**src/assert_macros.svh**
```systemverilog
// assertion helpers for the table block
`ifndef ASSERT_MACROS_SVH
`define ASSERT_MACROS_SVH

// property that must hold at every clock once out of reset
`define CHK_ALWAYS(lbl, prop, msg) \
    lbl: assert property (@(posedge clk) disable iff (!rst_n) (prop)) else $error(msg);

// implication checked on the next clock
`define CHK_NEXT(lbl, pre, post, msg) \
    lbl: assert property (@(posedge clk) disable iff (!rst_n) (pre) |=> (post)) else $error(msg);

`endif

```
**src/nktt_pkg.sv**
```systemverilog
// ----------------------------------------------------------------------------
// nktt_pkg
// types, constants and codes shared by the sorted key table modules
// ----------------------------------------------------------------------------
package nktt_pkg;

    localparam int CAPACITY = 1024;
    localparam int CAP_W    = $clog2(CAPACITY);
    localparam int CNT_W    = $clog2(CAPACITY + 1);
    localparam int KEY_W    = 31;
    localparam int VAL_W    = 31;

    typedef enum logic [1:0] {
        OP_INSERT = 2'd0,
        OP_UPDATE = 2'd1,
        OP_QUERY  = 2'd2,
        OP_NOP    = 2'd3
    } op_t;

    typedef enum logic [2:0] {
        ST_OK   = 3'd0,
        ST_NONE = 3'd1,
        ST_TIE  = 3'd2,
        ST_DUP  = 3'd3,
        ST_FULL = 3'd4
    } status_t;

    typedef enum logic [3:0] {
        S_IDLE,
        S_SRCH,
        S_SRCH_CMP,
        S_NB_WAIT,
        S_EVAL,
        S_UPD,
        S_VAL_RD,
        S_VAL_WAIT,
        S_SH_RD,
        S_SH_WR,
        S_FINISH
    } state_t;

    typedef struct packed {
        logic load;
        logic srch_rd;
        logic srch_cmp;
        logic diff_ld;
        logic eval;
        logic upd_wr;
        logic val_take;
        logic sh_rd;
        logic sh_wr;
        logic ins_wr;
        logic out_load;
    } cmd_t;

    typedef struct packed {
        op_t  op;
        logic srch_done;
        logic sh_done;
        logic eval_ok;
        logic out_free;
    } stat_t;

endpackage

```
**src/nktt_ctrl.sv**
```systemverilog
// ----------------------------------------------------------------------------
// nktt_ctrl
// sequencer for search, shift-insert, update and query of the key table
// ----------------------------------------------------------------------------
module nktt_ctrl
    import nktt_pkg::*;
(
    input  logic  clk,
    input  logic  rst_n,
    input  logic  in_valid,
    output logic  in_stall,
    input  logic  op_nop,
    input  stat_t st,
    output cmd_t  cmd
);

    state_t state_reg;
    state_t state_next;

    always_ff @(posedge clk or negedge rst_n)
    begin
        if (!rst_n)
        begin
            state_reg <= S_IDLE;
        end
        else
        begin
            state_reg <= state_next;
        end
    end

    always_comb
    begin
        state_next = state_reg;
        cmd        = '0;
        in_stall   = 1'b1;
        unique case (state_reg)
            S_IDLE:
            begin
                in_stall = 1'b0;
                if (in_valid)
                begin
                    cmd.load   = 1'b1;
                    state_next = op_nop ? S_FINISH : S_SRCH;
                end
            end
            S_SRCH:
            begin
                if (st.srch_done)
                begin
                    state_next = S_NB_WAIT;
                end
                else
                begin
                    cmd.srch_rd = 1'b1;
                    state_next  = S_SRCH_CMP;
                end
            end
            S_SRCH_CMP:
            begin
                cmd.srch_cmp = 1'b1;
                state_next   = S_SRCH;
            end
            S_NB_WAIT:
            begin
                cmd.diff_ld = 1'b1;
                state_next  = S_EVAL;
            end
            S_EVAL:
            begin
                cmd.eval = 1'b1;
                if (!st.eval_ok)
                begin
                    state_next = S_FINISH;
                end
                else
                begin
                    unique case (st.op)
                        OP_INSERT: state_next = S_SH_RD;
                        OP_UPDATE: state_next = S_UPD;
                        default:   state_next = S_VAL_RD;
                    endcase
                end
            end
            S_UPD:
            begin
                cmd.upd_wr = 1'b1;
                state_next = S_FINISH;
            end
            S_VAL_RD:
            begin
                state_next = S_VAL_WAIT;
            end
            S_VAL_WAIT:
            begin
                cmd.val_take = 1'b1;
                state_next   = S_FINISH;
            end
            S_SH_RD:
            begin
                if (st.sh_done)
                begin
                    cmd.ins_wr = 1'b1;
                    state_next = S_FINISH;
                end
                else
                begin
                    cmd.sh_rd  = 1'b1;
                    state_next = S_SH_WR;
                end
            end
            S_SH_WR:
            begin
                cmd.sh_wr  = 1'b1;
                state_next = S_SH_RD;
            end
            S_FINISH:
            begin
                if (st.out_free)
                begin
                    cmd.out_load = 1'b1;
                    state_next   = S_IDLE;
                end
            end
            default: state_next = S_IDLE;
        endcase
    end

endmodule

```
**config.mk**
```make
export PLATFORM = sky130hd
export DESIGN_NAME = nktt_ctrl
export DESIGN_NICKNAME = d
export VERILOG_FILES = /design/src/assert_macros.svh /design/src/nktt_pkg.sv /design/src/nktt_ctrl.sv
export SDC_FILE = /design/constraint.sdc
export NUM_CORES = 1
export LEC_CHECK = 0
export BUFFER_PORTS_ARGS = -buffer_cell sky130_fd_sc_hd__buf_2
export CAP_MARGIN = 15
export CORE_AREA = 5 5 42 44
export CTS_CLUSTER_SIZE = 40
export DETAILED_ROUTE_END_ITERATION = 6
export DIE_AREA = 0 0 47 49
export GPL_TIMING_DRIVEN = 1
export PLACE_DENSITY_LB_ADDON = 0.08
export REMOVE_ABC_BUFFERS = 1
export SLEW_MARGIN = 10
export SYNTH_ARGS = -nofsm -noshare
export SYNTH_HDL_FRONTEND = slang
export SYNTH_SLANG_ARGS = --single-unit
```
**constraint.sdc**
```tcl
create_clock -name clk -period 1.18 [get_ports clk]
set_input_delay 0.059 -clock clk [delete_from_list [all_inputs] [get_ports clk]]
set_output_delay 0.059 -clock clk [all_outputs]
set_load 0.02 [all_outputs]
```
==> impl_metrics.env <==
export IMPL_ir_drop_mv=1.16
export IMPL_status="finished, violations left"
export IMPL_fin_worst_skew_ns=0.000519
export IMPL_worst_pin_slew_ns=0.360
export IMPL_first_pass_iters=4
export IMPL_die_w_um=47
export IMPL_clk_pin_slew_ns=0.04
export IMPL_drive_above_1_share_pct=68.8
export IMPL_wl_per_cell_um=13.8
export IMPL_core_rowCount=14
export IMPL_antenna_found_initial=0
export IMPL_utilization_pct=64.5
export IMPL_synthAdderAreaFrac_pct=0
export IMPL_ant_nets=0
export IMPL_io_pins=22
export IMPL_dpl_cell_area_um2=606
export IMPL_tns_ns=-2.14
export IMPL_yosys_warnings=0
export IMPL_synth_yosys_seq_area_share_pct=25.5
export IMPL_fp_dieH_um=49
export IMPL_fin_area_um2=903
export IMPL_syn_instance_count=55
export IMPL_cts_htree_levels=1
export IMPL_startpoint_type="flip-flop"
export IMPL_finalMaxSlewViolations=0
export IMPL_period_needed_ns=1.41
export IMPL_cpPeakStageDelay_ns=0.43
export IMPL_cp_top_family="buffers and inverters"
export IMPL_synth_area_um2=393
export IMPL_worstSetupPathType="reg2out"
export IMPL_clockBufferDepth=2
export IMPL_area_growth_pct=130
export IMPL_drtIter0Drc=11
export IMPL_rsz0062_at_grt="yes"
export IMPL_leakage_nw=0.406
export IMPL_largest_reg_flops=4
export IMPL_io_buffers=21
export IMPL_totalWireLength_um=1540
export IMPL_insertion_delay_ns=0.23
export IMPL_first_global_vias=559
export IMPL_grt_overflow=0
export IMPL_crit_chain="buf_6, buf_6, nor4_4, buf_4"
export IMPL_critPathBufInv=3
export IMPL_muxShareOfSynthArea_pct=2.55
export IMPL_cp_max_fo=4
export IMPL_antenna_cells=0
export IMPL_synth_simple_gate_area_share_pct=50.6
export IMPL_grt_pass1_wl_um=2360
export IMPL_cp_end_kind="output pin"
export IMPL_root_buffer="clkbuf_4"
export IMPL_hold_violations=0
export IMPL_avgSynthCellArea_um2=7.14
export IMPL_grt_usage_pct=14.0
export IMPL_post_dp_hpwl_um=1020
export IMPL_synth_cell_types=26
export IMPL_required_ns=1.12
export IMPL_synth_xor_area_share_pct=0
export IMPL_dr_total_vias=575
export IMPL_failed_checks="negative setup slack"
export IMPL_final_common_cell="buf_6"
export IMPL_worst_path_most_repeated_cell="buf_6"
export IMPL_numClockSinks=4
export IMPL_globalplace_congestion=0.803
export IMPL_cts_buffers=3
export IMPL_relSlewSlack_pct=75.7
export IMPL_drc=0
export IMPL_synth_top_family_by_area="simple AND/OR/NAND/NOR gates"
export IMPL_cts_tree="built"
export IMPL_dieArea_um2=2300
export IMPL_initial_utilization_pct=28.0
export IMPL_core_area_um2=1400
export IMPL_cpMaxStageDelayCell="dfrtp_2"
export IMPL_ys_ff_latch=4
export IMPL_max_freq_ghz=0.711
export IMPL_hold_class="in2reg"
export IMPL_power_density_nw_per_um2=2290
export IMPL_synth_compound_area_share_pct=15.0
export IMPL_grt_max_degree=9
export IMPL_layout_common_cells="17 x buf_6, 15 x buf_4, 9 x buf_2, 5 x nor2_1"
export IMPL_nets=108
export IMPL_arrival_ns=1.35
export IMPL_fin_crit_sh_pct=119
export IMPL_dp_slack_ns=-0.167
export IMPL_post_drt_via_cell_ratio=5.13
export IMPL_final_setup_viol_count=15
export IMPL_drv_cap=0
export IMPL_finalWorstSetupSlack_ns=-0.226
## path summary, 6_finish.rpt
| path | from | end | slack, ns | depth (start not counted) |
|---|---|---|---|---|
| worst max register to register | state_reg[0]$_DFFE_PN0P_ | state_reg[1]$_DFFE_PN0P_ | -0.22 | 4 |
| worst max-delay path | state_reg[0]$_DFFE_PN0P_ | cmd[3] | -0.23 | 4 |
| min in group asynchronous | rst_n | state_reg[1]$_DFFE_PN0P_ | 0.16 | 2 |
| worst min register to register | state_reg[3]$_DFFE_PN0P_ | state_reg[2]$_DFFE_PN0P_ | 0.62 | 2 |
| worst min-delay path | st[4] | state_reg[0]$_DFFE_PN0P_ | 0.14 | 3 |
| max in group asynchronous | rst_n | state_reg[3]$_DFFE_PN0P_ | 0.89 | 2 |
## final cells by class
cell class                      instances  area [µm²]
Multi-Input combinational cell         45         392
Tap cell                               16        20.0
Fill cell                             133         498
Timing Repair Buffer                   42         359
Inverter                                2        7.51
Clock buffer                            3        22.5
Sequential cell                         4         103
## worst min-delay path, stage by stage
cell	delay (ns)
buf_2	0.11
nand4b_1	0.08
a31oi_1	0.08
## cells in the mapped netlist (all sizes together)
cell / count / area, µm²
dfrtp: 4 / 100
nor4b: 1 / 15.0
a211oi: 1 / 7.51
nand4b: 1 / 8.76
nor3b: 1 / 7.51
or3b: 1 / 8.76
nor4: 4 / 25.0
nand2b: 4 / 25.0
mux2i: 1 / 10.0
nand2: 3 / 11.3
clkbuf: 2 / 7.51
nor3: 6 / 30.0
a31oi: 1 / 6.26
inv: 2 / 7.51
or3: 1 / 6.26
buf: 2 / 10.0
a21o: 1 / 7.51
a21oi: 3 / 18.8
o21ai: 3 / 18.8
or4b: 1 / 10.0
and3: 1 / 6.26
nor2: 10 / 37.5
nand3b: 1 / 7.51
## per-stage QoR
| stage | hold slack (ns) | instances | power (W) |
|---|---|---|---|
| after floorplan | -0.237 | 51 | 0.000826 |
| after global placement | -0.131 | 102 | 0.00129 |
| after detailed placement | -0.133 | 102 | 0.00128 |
| after CTS | 0.140 | 111 | 0.00184 |
| after global routing | 0.167 | 112 | 0.00223 |
| final | 0.141 | 112 | 0.00207 |
## where the power goes
group | leakage [nW] | internal [W] | total, W | switching (W)
Sequential | 0.0497 | 0.000198 | 0.000272 | 0.0000741
Clock | 0.0138 | 0.000114 | 0.000167 | 0.0000533
Combinational | 0.342 | 0.000832 | 0.00163 | 0.000798
## per-layer routing
metal | global-route usage, % | vias up | wire (µm)
li1 | - | 279 | -
met1 | 18.5 | 263 | 663
met2 | 19.5 | 29 | 751
met3 | 2.95 | 4 | 106
met4 | 9.22 | 0 | 22
met5 | 0 | - | 0
## logic make-up after synthesis
family                 after synthesis
buffers and inverters                6
DFF                                  4
and+or+nand+nor                     35
muxes                                1
AOI/OAI and AO/OA                    9
## repair_timing
item	CTS	global route
setup buffers	5	1
cloned	0	0
pin swaps	8	7
endpoints found under the setup margin	15	15
endpoints found under the hold margin	4	0
hold buffers	1	0
resized for setup	31	25
(Power assumes the default switching activity.)
